$ cat src/sv/udp_ipv4_header_builder_top_macros.svh
// assertion helpers for the header builder back end
`ifndef UDP_IPV4_HEADER_BUILDER_TOP_MACROS_SVH
`define UDP_IPV4_HEADER_BUILDER_TOP_MACROS_SVH

// same-cycle implication on the local clock, off during reset
`define UDPHB_ASSERT_SAME(label, ante, cons, msg) \
   label: assert property (@(posedge clock) disable iff (reset) (ante) |-> (cons)) \
      else $error(msg);

// next-cycle implication on the local clock, off during reset
`define UDPHB_ASSERT_NEXT(label, ante, cons, msg) \
   label: assert property (@(posedge clock) disable iff (reset) (ante) |=> (cons)) \
      else $error(msg);

`endif

$ cat src/sv/udphb_pkg.sv
`default_nettype none

package udphb_pkg;

   // payload limits
   localparam logic [16:0] MAX_PAYLOAD = 17'd65507;
   localparam logic [16:0] COUNT_CAP   = 17'd65508;

   // fixed header fields
   localparam logic [15:0] ETHERTYPE_IPV4 = 16'h0800;
   localparam logic [15:0] IP_VER_IHL     = 16'h4500;
   localparam logic [15:0] IP_IDENT       = 16'h0000;
   localparam logic [15:0] IP_FLAGS_DF    = 16'h4000;
   localparam logic [7:0]  IP_TTL         = 8'd64;
   localparam logic [7:0]  IP_PROTO_UDP   = 8'h11;
   localparam logic [15:0] IP_TTL_PROTO   = {IP_TTL, IP_PROTO_UDP};
   localparam logic [15:0] UDP_HDR_LEN    = 16'd8;
   localparam logic [15:0] IP_HDR_LEN     = 16'd20;
   localparam logic [15:0] UDP_CK_ZERO    = 16'hffff;
   localparam logic [15:0] UDP_LEN_SAT    = 16'(MAX_PAYLOAD) + UDP_HDR_LEN;

   // header shape
   localparam int          HDR_WORDS     = 21;
   localparam int          IDX_W         = $clog2(HDR_WORDS);
   localparam logic [IDX_W-1:0] LAST_WORD_IDX = IDX_W'(HDR_WORDS - 1);

   // checksum accumulator, room for sixteen 16-bit terms
   localparam int SUM_W = 20;

   // job queue between front and back
   localparam int QUEUE_DEPTH = 2;
   localparam int QPTR_W      = $clog2(QUEUE_DEPTH);
   localparam int QCNT_W      = $clog2(QUEUE_DEPTH + 1);

   // register port
   localparam int REG_COUNT  = 6;
   localparam int CSR_ADDR_W = $clog2(REG_COUNT * 8);
   localparam int CSR_DATA_W = 64;
   localparam int REG_IDX_W  = CSR_ADDR_W - 3;

   typedef enum logic [REG_IDX_W-1:0] {
      REG_DST_MAC  = 0,
      REG_SRC_MAC  = 1,
      REG_SRC_IP   = 2,
      REG_DST_IP   = 3,
      REG_SRC_PORT = 4,
      REG_DST_PORT = 5
   } reg_idx_type;

   // header word positions
   typedef enum logic [IDX_W-1:0] {
      W_DST_MAC_HI  = 0,
      W_DST_MAC_MID = 1,
      W_DST_MAC_LO  = 2,
      W_SRC_MAC_HI  = 3,
      W_SRC_MAC_MID = 4,
      W_SRC_MAC_LO  = 5,
      W_ETHERTYPE   = 6,
      W_VER_IHL     = 7,
      W_TOT_LEN     = 8,
      W_IDENT       = 9,
      W_FLAGS       = 10,
      W_TTL_PROTO   = 11,
      W_IP_CK       = 12,
      W_SRC_IP_HI   = 13,
      W_SRC_IP_LO   = 14,
      W_DST_IP_HI   = 15,
      W_DST_IP_LO   = 16,
      W_SRC_PORT    = 17,
      W_DST_PORT    = 18,
      W_UDP_LEN     = 19,
      W_UDP_CK      = 20
   } hdr_word_type;

   typedef enum logic [2:0] {
      ST_IDLE,
      ST_LEN,
      ST_SUM,
      ST_FOLD,
      ST_EMIT
   } back_state_type;

   typedef struct packed {
      logic [7:0] payload_byte;
      logic       last_byte;
   } req_type;

   typedef struct packed {
      logic [15:0]      header_word;
      logic [IDX_W-1:0] word_index;
      logic             last_word;
      logic             too_long;
   } rsp_type;

   // one finished datagram handed to the back end
   typedef struct packed {
      logic [15:0] sum;
      logic [16:0] count;
   } job_type;

   typedef struct packed {
      logic [47:0] dst_mac;
      logic [47:0] src_mac;
      logic [31:0] src_ip_addr;
      logic [31:0] dst_ip_addr;
      logic [15:0] src_udp_port;
      logic [15:0] dst_udp_port;
   } cfg_type;

   // end-around carry fold of a wide sum down to 16 bits
   function automatic logic [15:0] fold_sum(input logic [SUM_W-1:0] s);
      logic [16:0] f1;
      logic [16:0] f2;
      f1 = {1'b0, s[15:0]} + 17'(s[SUM_W-1:16]);
      f2 = {1'b0, f1[15:0]} + {16'd0, f1[16]};
      return f2[15:0];
   endfunction

   // header word for a position
   function automatic logic [15:0] header_word_f(
      input logic [IDX_W-1:0] idx,
      input cfg_type          cfg,
      input logic [15:0]      tot_len,
      input logic [15:0]      udp_len,
      input logic [15:0]      ip_ck,
      input logic [15:0]      udp_ck
   );
      logic [15:0] w;
      case (hdr_word_type'(idx))
         W_DST_MAC_HI:  w = cfg.dst_mac[47:32];
         W_DST_MAC_MID: w = cfg.dst_mac[31:16];
         W_DST_MAC_LO:  w = cfg.dst_mac[15:0];
         W_SRC_MAC_HI:  w = cfg.src_mac[47:32];
         W_SRC_MAC_MID: w = cfg.src_mac[31:16];
         W_SRC_MAC_LO:  w = cfg.src_mac[15:0];
         W_ETHERTYPE:   w = ETHERTYPE_IPV4;
         W_VER_IHL:     w = IP_VER_IHL;
         W_TOT_LEN:     w = tot_len;
         W_IDENT:       w = IP_IDENT;
         W_FLAGS:       w = IP_FLAGS_DF;
         W_TTL_PROTO:   w = IP_TTL_PROTO;
         W_IP_CK:       w = ip_ck;
         W_SRC_IP_HI:   w = cfg.src_ip_addr[31:16];
         W_SRC_IP_LO:   w = cfg.src_ip_addr[15:0];
         W_DST_IP_HI:   w = cfg.dst_ip_addr[31:16];
         W_DST_IP_LO:   w = cfg.dst_ip_addr[15:0];
         W_SRC_PORT:    w = cfg.src_udp_port;
         W_DST_PORT:    w = cfg.dst_udp_port;
         W_UDP_LEN:     w = udp_len;
         W_UDP_CK:      w = udp_ck;
         default:       w = 16'd0;
      endcase
      return w;
   endfunction

endpackage

`default_nettype wire

$ cat src/sv/udp_ipv4_header_builder_top.sv
// channel | direction | beat                          | handshake
// req     | in        | one payload byte + last flag  | req_valid / req_stall
// rsp     | out       | one 16-bit header word        | rsp_valid / rsp_stall
// csr     | in        | 64-bit register write or read | apb, pready tied high
//
// payload bytes are taken one per cycle; req_stall rises only while the two-deep job queue is full
// each datagram takes the header sequencer through pop, lengths, sums, fold and 21 words
// datagrams that arrive faster than the sequencer finishes them back up the queue and stall the byte stream
// a stalled response holds its word in the output register while bytes keep flowing in front
// synchronous active-high reset clears sums, counts, queue, sequencer and registers
`default_nettype none

module udp_ipv4_header_builder_top import udphb_pkg::*; (
   input  logic                  clock,
   input  logic                  reset,
   input  logic                  req_valid,
   output logic                  req_stall,
   input  req_type               req_data,
   output logic                  rsp_valid,
   input  logic                  rsp_stall,
   output rsp_type               rsp_data,
   input  logic                  csr_psel,
   input  logic                  csr_penable,
   input  logic                  csr_pwrite,
   input  logic [CSR_ADDR_W-1:0] csr_paddr,
   input  logic [CSR_DATA_W-1:0] csr_pwdata,
   output logic [CSR_DATA_W-1:0] csr_prdata,
   output logic                  csr_pready
);

   cfg_type cfg;
   logic    push;
   job_type push_job;
   logic    queue_full;
   logic    queue_empty;
   logic    pop;
   job_type queue_head;

   udphb_csr u_csr (
      .clock       (clock),
      .reset       (reset),
      .csr_psel    (csr_psel),
      .csr_penable (csr_penable),
      .csr_pwrite  (csr_pwrite),
      .csr_paddr   (csr_paddr),
      .csr_pwdata  (csr_pwdata),
      .csr_prdata  (csr_prdata),
      .csr_pready  (csr_pready),
      .cfg         (cfg)
   );

   udphb_front u_front (
      .clock      (clock),
      .reset      (reset),
      .req_valid  (req_valid),
      .req_stall  (req_stall),
      .req_data   (req_data),
      .queue_full (queue_full),
      .push       (push),
      .push_job   (push_job)
   );

   udphb_queue u_queue (
      .clock    (clock),
      .reset    (reset),
      .push     (push),
      .push_job (push_job),
      .full     (queue_full),
      .pop      (pop),
      .empty    (queue_empty),
      .head     (queue_head)
   );

   udphb_back u_back (
      .clock       (clock),
      .reset       (reset),
      .cfg         (cfg),
      .queue_empty (queue_empty),
      .queue_head  (queue_head),
      .pop         (pop),
      .rsp_valid   (rsp_valid),
      .rsp_stall   (rsp_stall),
      .rsp_data    (rsp_data)
   );

endmodule

`default_nettype wire

$ cat src/sv/udphb_csr.sv
`default_nettype none

module udphb_csr import udphb_pkg::*; (
   input  logic                  clock,
   input  logic                  reset,
   input  logic                  csr_psel,
   input  logic                  csr_penable,
   input  logic                  csr_pwrite,
   input  logic [CSR_ADDR_W-1:0] csr_paddr,
   input  logic [CSR_DATA_W-1:0] csr_pwdata,
   output logic [CSR_DATA_W-1:0] csr_prdata,
   output logic                  csr_pready,
   output cfg_type               cfg
);

   cfg_type     cfg_ff;
   cfg_type     cfg_in;
   reg_idx_type reg_idx;
   logic        wr_en;

   assign csr_pready = 1'b1;
   assign reg_idx    = reg_idx_type'(csr_paddr[CSR_ADDR_W-1:3]);
   assign wr_en      = csr_psel && csr_penable && csr_pwrite && csr_pready;
   assign cfg        = cfg_ff;

   // register write decode, upper bits dropped
   always_comb begin
      cfg_in = cfg_ff;
      if (wr_en) begin
         case (reg_idx)
            REG_DST_MAC:  cfg_in.dst_mac      = csr_pwdata[47:0];
            REG_SRC_MAC:  cfg_in.src_mac      = csr_pwdata[47:0];
            REG_SRC_IP:   cfg_in.src_ip_addr  = csr_pwdata[31:0];
            REG_DST_IP:   cfg_in.dst_ip_addr  = csr_pwdata[31:0];
            REG_SRC_PORT: cfg_in.src_udp_port = csr_pwdata[15:0];
            REG_DST_PORT: cfg_in.dst_udp_port = csr_pwdata[15:0];
            default:      cfg_in = cfg_ff;
         endcase
      end
   end

   always_ff @(posedge clock) begin
      if (reset) begin
         cfg_ff <= '0;
      end else begin
         cfg_ff <= cfg_in;
      end
   end

   // read back
   always_comb begin
      case (reg_idx)
         REG_DST_MAC:  csr_prdata = CSR_DATA_W'(cfg_ff.dst_mac);
         REG_SRC_MAC:  csr_prdata = CSR_DATA_W'(cfg_ff.src_mac);
         REG_SRC_IP:   csr_prdata = CSR_DATA_W'(cfg_ff.src_ip_addr);
         REG_DST_IP:   csr_prdata = CSR_DATA_W'(cfg_ff.dst_ip_addr);
         REG_SRC_PORT: csr_prdata = CSR_DATA_W'(cfg_ff.src_udp_port);
         REG_DST_PORT: csr_prdata = CSR_DATA_W'(cfg_ff.dst_udp_port);
         default:      csr_prdata = '0;
      endcase
   end

endmodule

`default_nettype wire

$ cat src/sv/udphb_front.sv
`default_nettype none

module udphb_front import udphb_pkg::*; (
   input  logic    clock,
   input  logic    reset,
   input  logic    req_valid,
   output logic    req_stall,
   input  req_type req_data,
   input  logic    queue_full,
   output logic    push,
   output job_type push_job
);

   logic [15:0] sum_ff;
   logic [15:0] sum_in;
   logic [16:0] count_ff;
   logic [16:0] count_in;
   logic [7:0]  pend_ff;
   logic        odd_ff;
   logic        accept;
   logic        add_word;
   logic [15:0] word;
   logic [16:0] raw_sum;
   logic [15:0] folded;

   assign req_stall = queue_full;
   assign accept    = req_valid && !queue_full;

   // pair bytes into big-endian words, odd tail padded with zero
   assign word     = odd_ff ? {pend_ff, req_data.payload_byte}
                            : {req_data.payload_byte, 8'h00};
   assign add_word = odd_ff || req_data.last_byte;
   assign raw_sum  = {1'b0, sum_ff} + {1'b0, word};
   assign folded   = raw_sum[15:0] + {15'd0, raw_sum[16]};
   assign sum_in   = add_word ? folded : sum_ff;
   assign count_in = (count_ff < COUNT_CAP) ? count_ff + 17'd1 : count_ff;

   // hand the finished datagram to the queue
   assign push     = accept && req_data.last_byte;
   assign push_job = '{sum: sum_in, count: count_in};

   always_ff @(posedge clock) begin
      if (reset) begin
         sum_ff   <= '0;
         count_ff <= '0;
         pend_ff  <= '0;
         odd_ff   <= 1'b0;
      end else if (accept) begin
         if (req_data.last_byte) begin
            sum_ff   <= '0;
            count_ff <= '0;
            pend_ff  <= '0;
            odd_ff   <= 1'b0;
         end else begin
            sum_ff   <= sum_in;
            count_ff <= count_in;
            pend_ff  <= odd_ff ? 8'h00 : req_data.payload_byte;
            odd_ff   <= !odd_ff;
         end
      end
   end

endmodule

`default_nettype wire

$ cat src/sv/udphb_queue.sv
`default_nettype none

module udphb_queue import udphb_pkg::*; (
   input  logic    clock,
   input  logic    reset,
   input  logic    push,
   input  job_type push_job,
   output logic    full,
   input  logic    pop,
   output logic    empty,
   output job_type head
);

   job_type           slot_ff [QUEUE_DEPTH];
   logic [QPTR_W-1:0] wr_ptr_ff;
   logic [QPTR_W-1:0] rd_ptr_ff;
   logic [QCNT_W-1:0] count_ff;

   assign full  = (count_ff == QCNT_W'(QUEUE_DEPTH));
   assign empty = (count_ff == '0);
   assign head  = slot_ff[rd_ptr_ff];

   always_ff @(posedge clock) begin
      if (push) begin
         slot_ff[wr_ptr_ff] <= push_job;
      end
   end

   // pointers wrap at the depth
   always_ff @(posedge clock) begin
      if (reset) begin
         wr_ptr_ff <= '0;
         rd_ptr_ff <= '0;
         count_ff  <= '0;
      end else begin
         if (push) begin
            wr_ptr_ff <= (wr_ptr_ff == QPTR_W'(QUEUE_DEPTH - 1)) ? '0 : wr_ptr_ff + 1'b1;
         end
         if (pop) begin
            rd_ptr_ff <= (rd_ptr_ff == QPTR_W'(QUEUE_DEPTH - 1)) ? '0 : rd_ptr_ff + 1'b1;
         end
         if (push && !pop) begin
            count_ff <= count_ff + 1'b1;
         end else if (pop && !push) begin
            count_ff <= count_ff - 1'b1;
         end
      end
   end

endmodule

`default_nettype wire

$ cat src/sv/udphb_back.sv
`default_nettype none

`include "udp_ipv4_header_builder_top_macros.svh"

module udphb_back import udphb_pkg::*; (
   input  logic    clock,
   input  logic    reset,
   input  cfg_type cfg,
   input  logic    queue_empty,
   input  job_type queue_head,
   output logic    pop,
   output logic    rsp_valid,
   input  logic    rsp_stall,
   output rsp_type rsp_data
);

   back_state_type   state_ff;
   back_state_type   state_in;
   job_type          job_ff;
   logic             too_ff;
   logic [15:0]      tot_len_ff;
   logic [15:0]      udp_len_ff;
   logic [17:0]      addr_sum_ff;
   logic [SUM_W-1:0] ip_sum_ff;
   logic [SUM_W-1:0] udp_sum_ff;
   logic [15:0]      ip_ck_ff;
   logic [15:0]      udp_ck_ff;
   logic [IDX_W-1:0] idx_ff;
   logic             rsp_valid_ff;
   logic             rsp_valid_in;
   rsp_type          rsp_data_ff;
   rsp_type          rsp_data_in;
   logic             load_out;
   logic             too_len;
   logic [15:0]      pay_len;
   logic [15:0]      ip_fold;
   logic [15:0]      udp_fold;

   assign rsp_valid = rsp_valid_ff;
   assign rsp_data  = rsp_data_ff;

   // output register takes a word in emit when empty or draining
   assign load_out = (state_ff == ST_EMIT) && (!rsp_valid_ff || !rsp_stall);

   always_ff @(posedge clock) begin
      if (reset) begin
         state_ff <= ST_IDLE;
      end else begin
         state_ff <= state_in;
      end
   end

   // sequencer: take a job, build lengths and checksums, stream the words
   always_comb begin
      state_in = state_ff;
      pop      = 1'b0;
      case (state_ff)
         ST_IDLE: begin
            if (!queue_empty) begin
               pop      = 1'b1;
               state_in = ST_LEN;
            end
         end
         ST_LEN:  state_in = ST_SUM;
         ST_SUM:  state_in = ST_FOLD;
         ST_FOLD: state_in = ST_EMIT;
         ST_EMIT: begin
            if (load_out && idx_ff == LAST_WORD_IDX) begin
               state_in = ST_IDLE;
            end
         end
         default: state_in = ST_IDLE;
      endcase
   end

   // length saturation
   assign too_len = (job_ff.count > MAX_PAYLOAD);
   assign pay_len = too_len ? 16'(MAX_PAYLOAD) : job_ff.count[15:0];

   // final folds
   assign ip_fold  = ~fold_sum(ip_sum_ff);
   assign udp_fold = ~fold_sum(udp_sum_ff);

   always_ff @(posedge clock) begin
      if (pop) begin
         job_ff <= queue_head;
      end
      if (state_ff == ST_LEN) begin
         too_ff      <= too_len;
         tot_len_ff  <= pay_len + IP_HDR_LEN + UDP_HDR_LEN;
         udp_len_ff  <= pay_len + UDP_HDR_LEN;
         addr_sum_ff <= 18'(cfg.src_ip_addr[31:16]) + 18'(cfg.src_ip_addr[15:0])
                      + 18'(cfg.dst_ip_addr[31:16]) + 18'(cfg.dst_ip_addr[15:0]);
      end
      if (state_ff == ST_SUM) begin
         ip_sum_ff  <= SUM_W'(IP_VER_IHL) + SUM_W'(tot_len_ff) + SUM_W'(IP_IDENT)
                     + SUM_W'(IP_FLAGS_DF) + SUM_W'(IP_TTL_PROTO) + SUM_W'(addr_sum_ff);
         udp_sum_ff <= SUM_W'(job_ff.sum) + SUM_W'(addr_sum_ff) + SUM_W'(IP_PROTO_UDP)
                     + SUM_W'(udp_len_ff) + SUM_W'(udp_len_ff)
                     + SUM_W'(cfg.src_udp_port) + SUM_W'(cfg.dst_udp_port);
      end
      if (state_ff == ST_FOLD) begin
         ip_ck_ff  <= ip_fold;
         udp_ck_ff <= (udp_fold == 16'd0) ? UDP_CK_ZERO : udp_fold;
      end
      if (load_out) begin
         rsp_data_ff <= rsp_data_in;
      end
   end

   // word counter
   always_ff @(posedge clock) begin
      if (reset) begin
         idx_ff <= '0;
      end else if (state_ff == ST_FOLD) begin
         idx_ff <= '0;
      end else if (load_out) begin
         idx_ff <= idx_ff + 1'b1;
      end
   end

   // output beat
   always_comb begin
      rsp_data_in.header_word = header_word_f(idx_ff, cfg, tot_len_ff, udp_len_ff,
                                              ip_ck_ff, udp_ck_ff);
      rsp_data_in.word_index  = idx_ff;
      rsp_data_in.last_word   = (idx_ff == LAST_WORD_IDX);
      rsp_data_in.too_long    = too_ff;
      if (load_out) begin
         rsp_valid_in = 1'b1;
      end else if (!rsp_stall) begin
         rsp_valid_in = 1'b0;
      end else begin
         rsp_valid_in = rsp_valid_ff;
      end
   end

   always_ff @(posedge clock) begin
      if (reset) begin
         rsp_valid_ff <= 1'b0;
      end else begin
         rsp_valid_ff <= rsp_valid_in;
      end
   end

   // checks
   `UDPHB_ASSERT_SAME(a_last_word_index, rsp_valid_ff && rsp_data_ff.last_word, rsp_data_ff.word_index == LAST_WORD_IDX, "last word flag away from final index")
   `UDPHB_ASSERT_NEXT(a_emit_done, load_out && idx_ff == LAST_WORD_IDX, state_ff == ST_IDLE, "sequencer did not return to idle after final word")
   `UDPHB_ASSERT_SAME(a_valid_from_emit, $rose(rsp_valid_ff), $past(state_ff) == ST_EMIT, "response beat raised outside emit")
   `UDPHB_ASSERT_SAME(a_sat_udp_len, rsp_valid_ff && rsp_data_ff.too_long && rsp_data_ff.word_index == W_UDP_LEN, rsp_data_ff.header_word == UDP_LEN_SAT, "udp length not saturated on long payload")

endmodule

`default_nettype wire

$ cat config.mk
export PLATFORM = sky130hd
export DESIGN_NAME = udp_ipv4_header_builder_top
export DESIGN_NICKNAME = d
export VERILOG_FILES = /design/src/sv/udphb_pkg.sv /design/src/sv/udp_ipv4_header_builder_top.sv /design/src/sv/udphb_csr.sv /design/src/sv/udphb_front.sv /design/src/sv/udphb_queue.sv /design/src/sv/udphb_back.sv
export VERILOG_INCLUDE_DIRS = /design/src /design/src/sv
export SDC_FILE = /design/constraint.sdc
export NUM_CORES = 1
export LEC_CHECK = 0
export BUFFER_PORTS_ARGS = -buffer_cell sky130_fd_sc_hd__buf_2
export CAP_MARGIN = 25
export CORE_MARGIN = 1
export CORE_UTILIZATION = 45
export DETAILED_ROUTE_END_ITERATION = 16
export GPL_TIMING_DRIVEN = 0
export RECOVER_POWER = 25
export SLEW_MARGIN = 15
export SYNTH_ARGS = -nofsm -noshare
export SYNTH_HDL_FRONTEND = slang
export SYNTH_HIERARCHICAL = 1
export SYNTH_SLANG_ARGS = --single-unit
$ cat constraint.sdc
create_clock -name clock -period 4.8 [get_ports clock]
set_clock_uncertainty 0.15 [all_clocks]
set_input_delay 0 -clock clock [delete_from_list [all_inputs] [get_ports clock]]
set_output_delay 0 -clock clock [all_outputs]
set_load 0.01 [all_outputs]
==> metrics.txt <==
status complete, but fails checks; failing checks capacitance limit, slew limit; Commonest cells post-synth dfxtp_1 (248), edfxtp_1 (242), nand2b_1 (199); Post-synth EDFFs 242; vias in the first global route 23800; GRT met1 Usage 42.7%; asr flop ratio synth 0%; share of cells above drive strength 1 13.3%; Yosys reg bits 490; Clk Latency, worst-skew pair 0.63 ns; Yosys cell types 109; VDD IR max 0.000388 V; post-synth top area cell edfxtp_1; Reg area 12200 µm²; r2r setup slk 0.19 ns; grt met2 use 55.6%; # Max-Cap Violations 1; gr ovfl total 0; initial antenna violation count 7; DRT Pass-1 Iters 6; P_int 11.0 mW; fillers 5791; CTS Sinks 490; largest net degree at the start of global routing 27; Cells after Synth 2842; via count 24400; first-pass GRT wire length 162000 µm; fmax 217 MHz; row cnt 93; nets@finish 3467; number of buffers created by CTS 57; Reg power frac 34.5%; met3 Use GR 5.51%; clock share of power 25.4%; CTS clk-pin slew, worst paths 0.06 ns; GP Congestion 1.00; Crit. End Element register; Global Route Usage Sum 33.8%; Finished Cell Area 34500 µm²; worst-path fanout max 5; final hold vios 0; sequential fraction of the synthesis area 41.5%; DR vias/cell 5.99; root cell of the clock tree clkbuf_16; crit share post-route 96.0%; multi-input gate area in the final layout 15800 µm²; largest cells by area after synthesis edfxtp_1 (25%), dfxtp_1 (17%), fa_1 (5.7%); Die Footprint 66600 µm²; slew margin rel. -4.12%; Hold Path Depth 4; hold_sp req_data[4]; Detail Route Antenna Nets 0; CP startpoint kind register; class of the worst hold path in -> reg; share of power burned in combinational logic 40.1%; dpl cell area 31600 µm²; Initial Utilization 45.7%; count leader, synth dfxtp_1; I/O Buffers 136; Post-synth top flop dfxtp_1; Net Switching 6.92 mW; Critical R2R Launch u_csr/cfg[3]$_SDFFE_PP0P_; die height 258 µm; Final WS setup 0.193 ns; Max Buffers Root-to-Sink 3; post-layout utilization of the core 53.4%; Residual DRC 0; core area 64600 µm²; Switching Fraction 38.5%; Reg2Reg Depth 16; critical path startpoint u_csr/cfg[3]$_SDFFE_PP0P_; WL final 115000 µm; leak pwr 13.9 nW; Syn-to-layout area delta 16.9%; Slew @ Worst Pin 1.56 ns; DR WL/cell 28.2 µm; mean area per synthesized cell 10.4 µm²; die span in x 258 µm; critical path class reg -> reg; worst min-delay path endpoint u_front/pend_ff[3]$_SDFFE_PP0P_; minimum clock period 4.61 ns; CTS tree done; GR peak layer met2; CTS H-tree depth 2; Placement Setup Slack -0.696 ns; Ys Warns 6; hold_ws 0.0317 ns; Worst R2R End u_back/udp_sum_ff[15]$_DFFE_PN_; DPL Wire Length 91100 µm; Pwr Density 521 nW/µm²; number of setup violations in the final report 0; Worst EP required 5.02 ns; Synth top area share 24.6%; io pins 176; synthesized area 29500 µm²; Final Max Slew Viols 11; CP arrival 4.83 ns; Iteration-0 DRC Markers 2379
cells by family (layout without fill, tap and decap cells):
| kind of cell | count (synthesis) | count (layout) | share of synthesized area, % |
|---|---|---|---|
| AOI/OAI and AO/OA | 612 | 612 | 14.2 |
| xor gates and xnor gates | 127 | 127 | 3.77 |
| adders and majority gates | 212 | 212 | 11.1 |
| buffers and inverters | 363 | 722 | 5.35 |
| DFF | 490 | 490 | 41.5 |
| muxes | 244 | 244 | 9.24 |
| other | 2 | 18 | 0.0255 |
| and+or+nand+nor | 792 | 792 | 14.8 |
layout by cell type, fill, tap and decap left out, types with 95 or more instances in the layout:
master | Yosys | final
nand2b_1 | 199 | 199
nand3_1 | 95 | 95
a21oi_1 | 142 | 142
buf_2 | 32 | 140
nor2_1 | 150 | 150
dlygate4sd3_1 | 0 | 98
ha_1 | 128 | 128
edfxtp_1 | 242 | 242
mux2i_1 | 162 | 162
clkbuf_1 | 98 | 147
o21ai_0 | 140 | 140
dfxtp_1 | 248 | 248
nand2_1 | 101 | 101
inv_1 | 192 | 192
per-stage QoR:
step           instances  TNS [ns]  total power, mW
2_1_floorplan       2857         0             10.9
3_3_place_gp        3848   -121.77             13.2
3_5_place_dp        3866     -5.90             13.4
4_1_cts             4069         0             18.1
5_1_grt             4071  -0.00735             18.9
6_report            4072         0             18.0
cell type report:
cell class | instances | share of cell area, %
well taps | 855 | 3.10
clock buffers | 78 | 4.57
inverters | 193 | 2.10
multi-input cells | 2004 | 45.8
flip-flops and latches | 490 | 35.5
plain buffers | 168 | 2.46
diodes | 1 | 0.00726
repair buffers | 255 | 5.31
clock inverters | 28 | 1.13
state kept, by name, summed over array words and instances, names as in the netlist, named ones only:
register and flops:
u_csr/cfg 192, u_queue/slot_ff 66, u_back/job_ff 33, u_back/rsp_data 23, u_back/udp_sum_ff 20, u_back/ip_sum_ff 19, u_back/addr_sum_ff 18, u_front/count_ff 17
u_back/ip_ck_ff 16, u_back/tot_len_ff 16, u_back/udp_ck_ff 16, u_front/sum_ff 16, u_back/udp_len_ff 14, u_front/pend_ff 8, u_back/idx_ff 5, u_back/state_ff 3
u_queue/count_ff 2, u_back/rsp_valid 1, u_back/too_ff 1, u_front/odd_ff 1, u_queue/rd_ptr_ff 1, u_queue/wr_ptr_ff 1
worst max-delay path, stage by stage (launching register included):
cell,delay [ns]
dfxtp_1,0.44
inv_1,0.10
fa_1,0.53
inv_1,0.05
fa_1,0.54
inv_1,0.06
fa_1,0.58
inv_1,0.06
ha_1,0.27
a21o_1,0.10
a21oi_1,0.08
nand2b_1,0.15
a21boi_0,0.46
o211ai_1,0.22
nand2_1,0.12
nor2_1,0.06
xnor2_1,0.37
metal layers:
metal | vias to the layer above | part of all wire [%]
met1 | 12000 | 40
li1 | 10900 | -
met2 | 1180 | 47
met5 | - | 0.038
met4 | 6 | 5.8
met3 | 264 | 7.5
worst max path at each step:
| stage | end | slack [ns] | cells after the start |
|---|---|---|---|
| 5_1_grt | u_queue/slot_ff[1][32]$_DFFE_PP_ | -0.004 | 18 |
| 2_1_floorplan | u_back/addr_sum_ff[0]$_DFFE_PP_ | 0.06 | 1 |
| 3_5_place_dp | u_queue/slot_ff[0][32]$_DFFE_PP_ | -0.70 | 18 |
| 3_3_place_gp | u_back/addr_sum_ff[17]$_DFFE_PP_ | -1.72 | 1 |
| 6_report | u_back/udp_sum_ff[15]$_DFFE_PN_ | 0.19 | 16 |
| 4_1_cts | u_queue/slot_ff[0][32]$_DFFE_PP_ | 0.01 | 18 |
timing repair:
action                                 4_1_cts  5_1_grt
buffers inserted                             0        1
hold buffers                                98        0
endpoints found under the hold margin      247        0
setup endpoints to repair                   21       25
gates resized for setup                      6       11
pin swaps                                    0        2
power groups by stage:
stage	Clock (mW)	Sequential (mW)	Combinational, mW
after floorplan	0	5.88	5.05
after detailed placement	0	6.26	7.16
after global routing	4.78	6.23	7.91
after CTS	4.64	6.18	7.26
after global placement	0	6.32	6.91
final	4.56	6.20	7.19
Power figures use the tool's default switching activity.
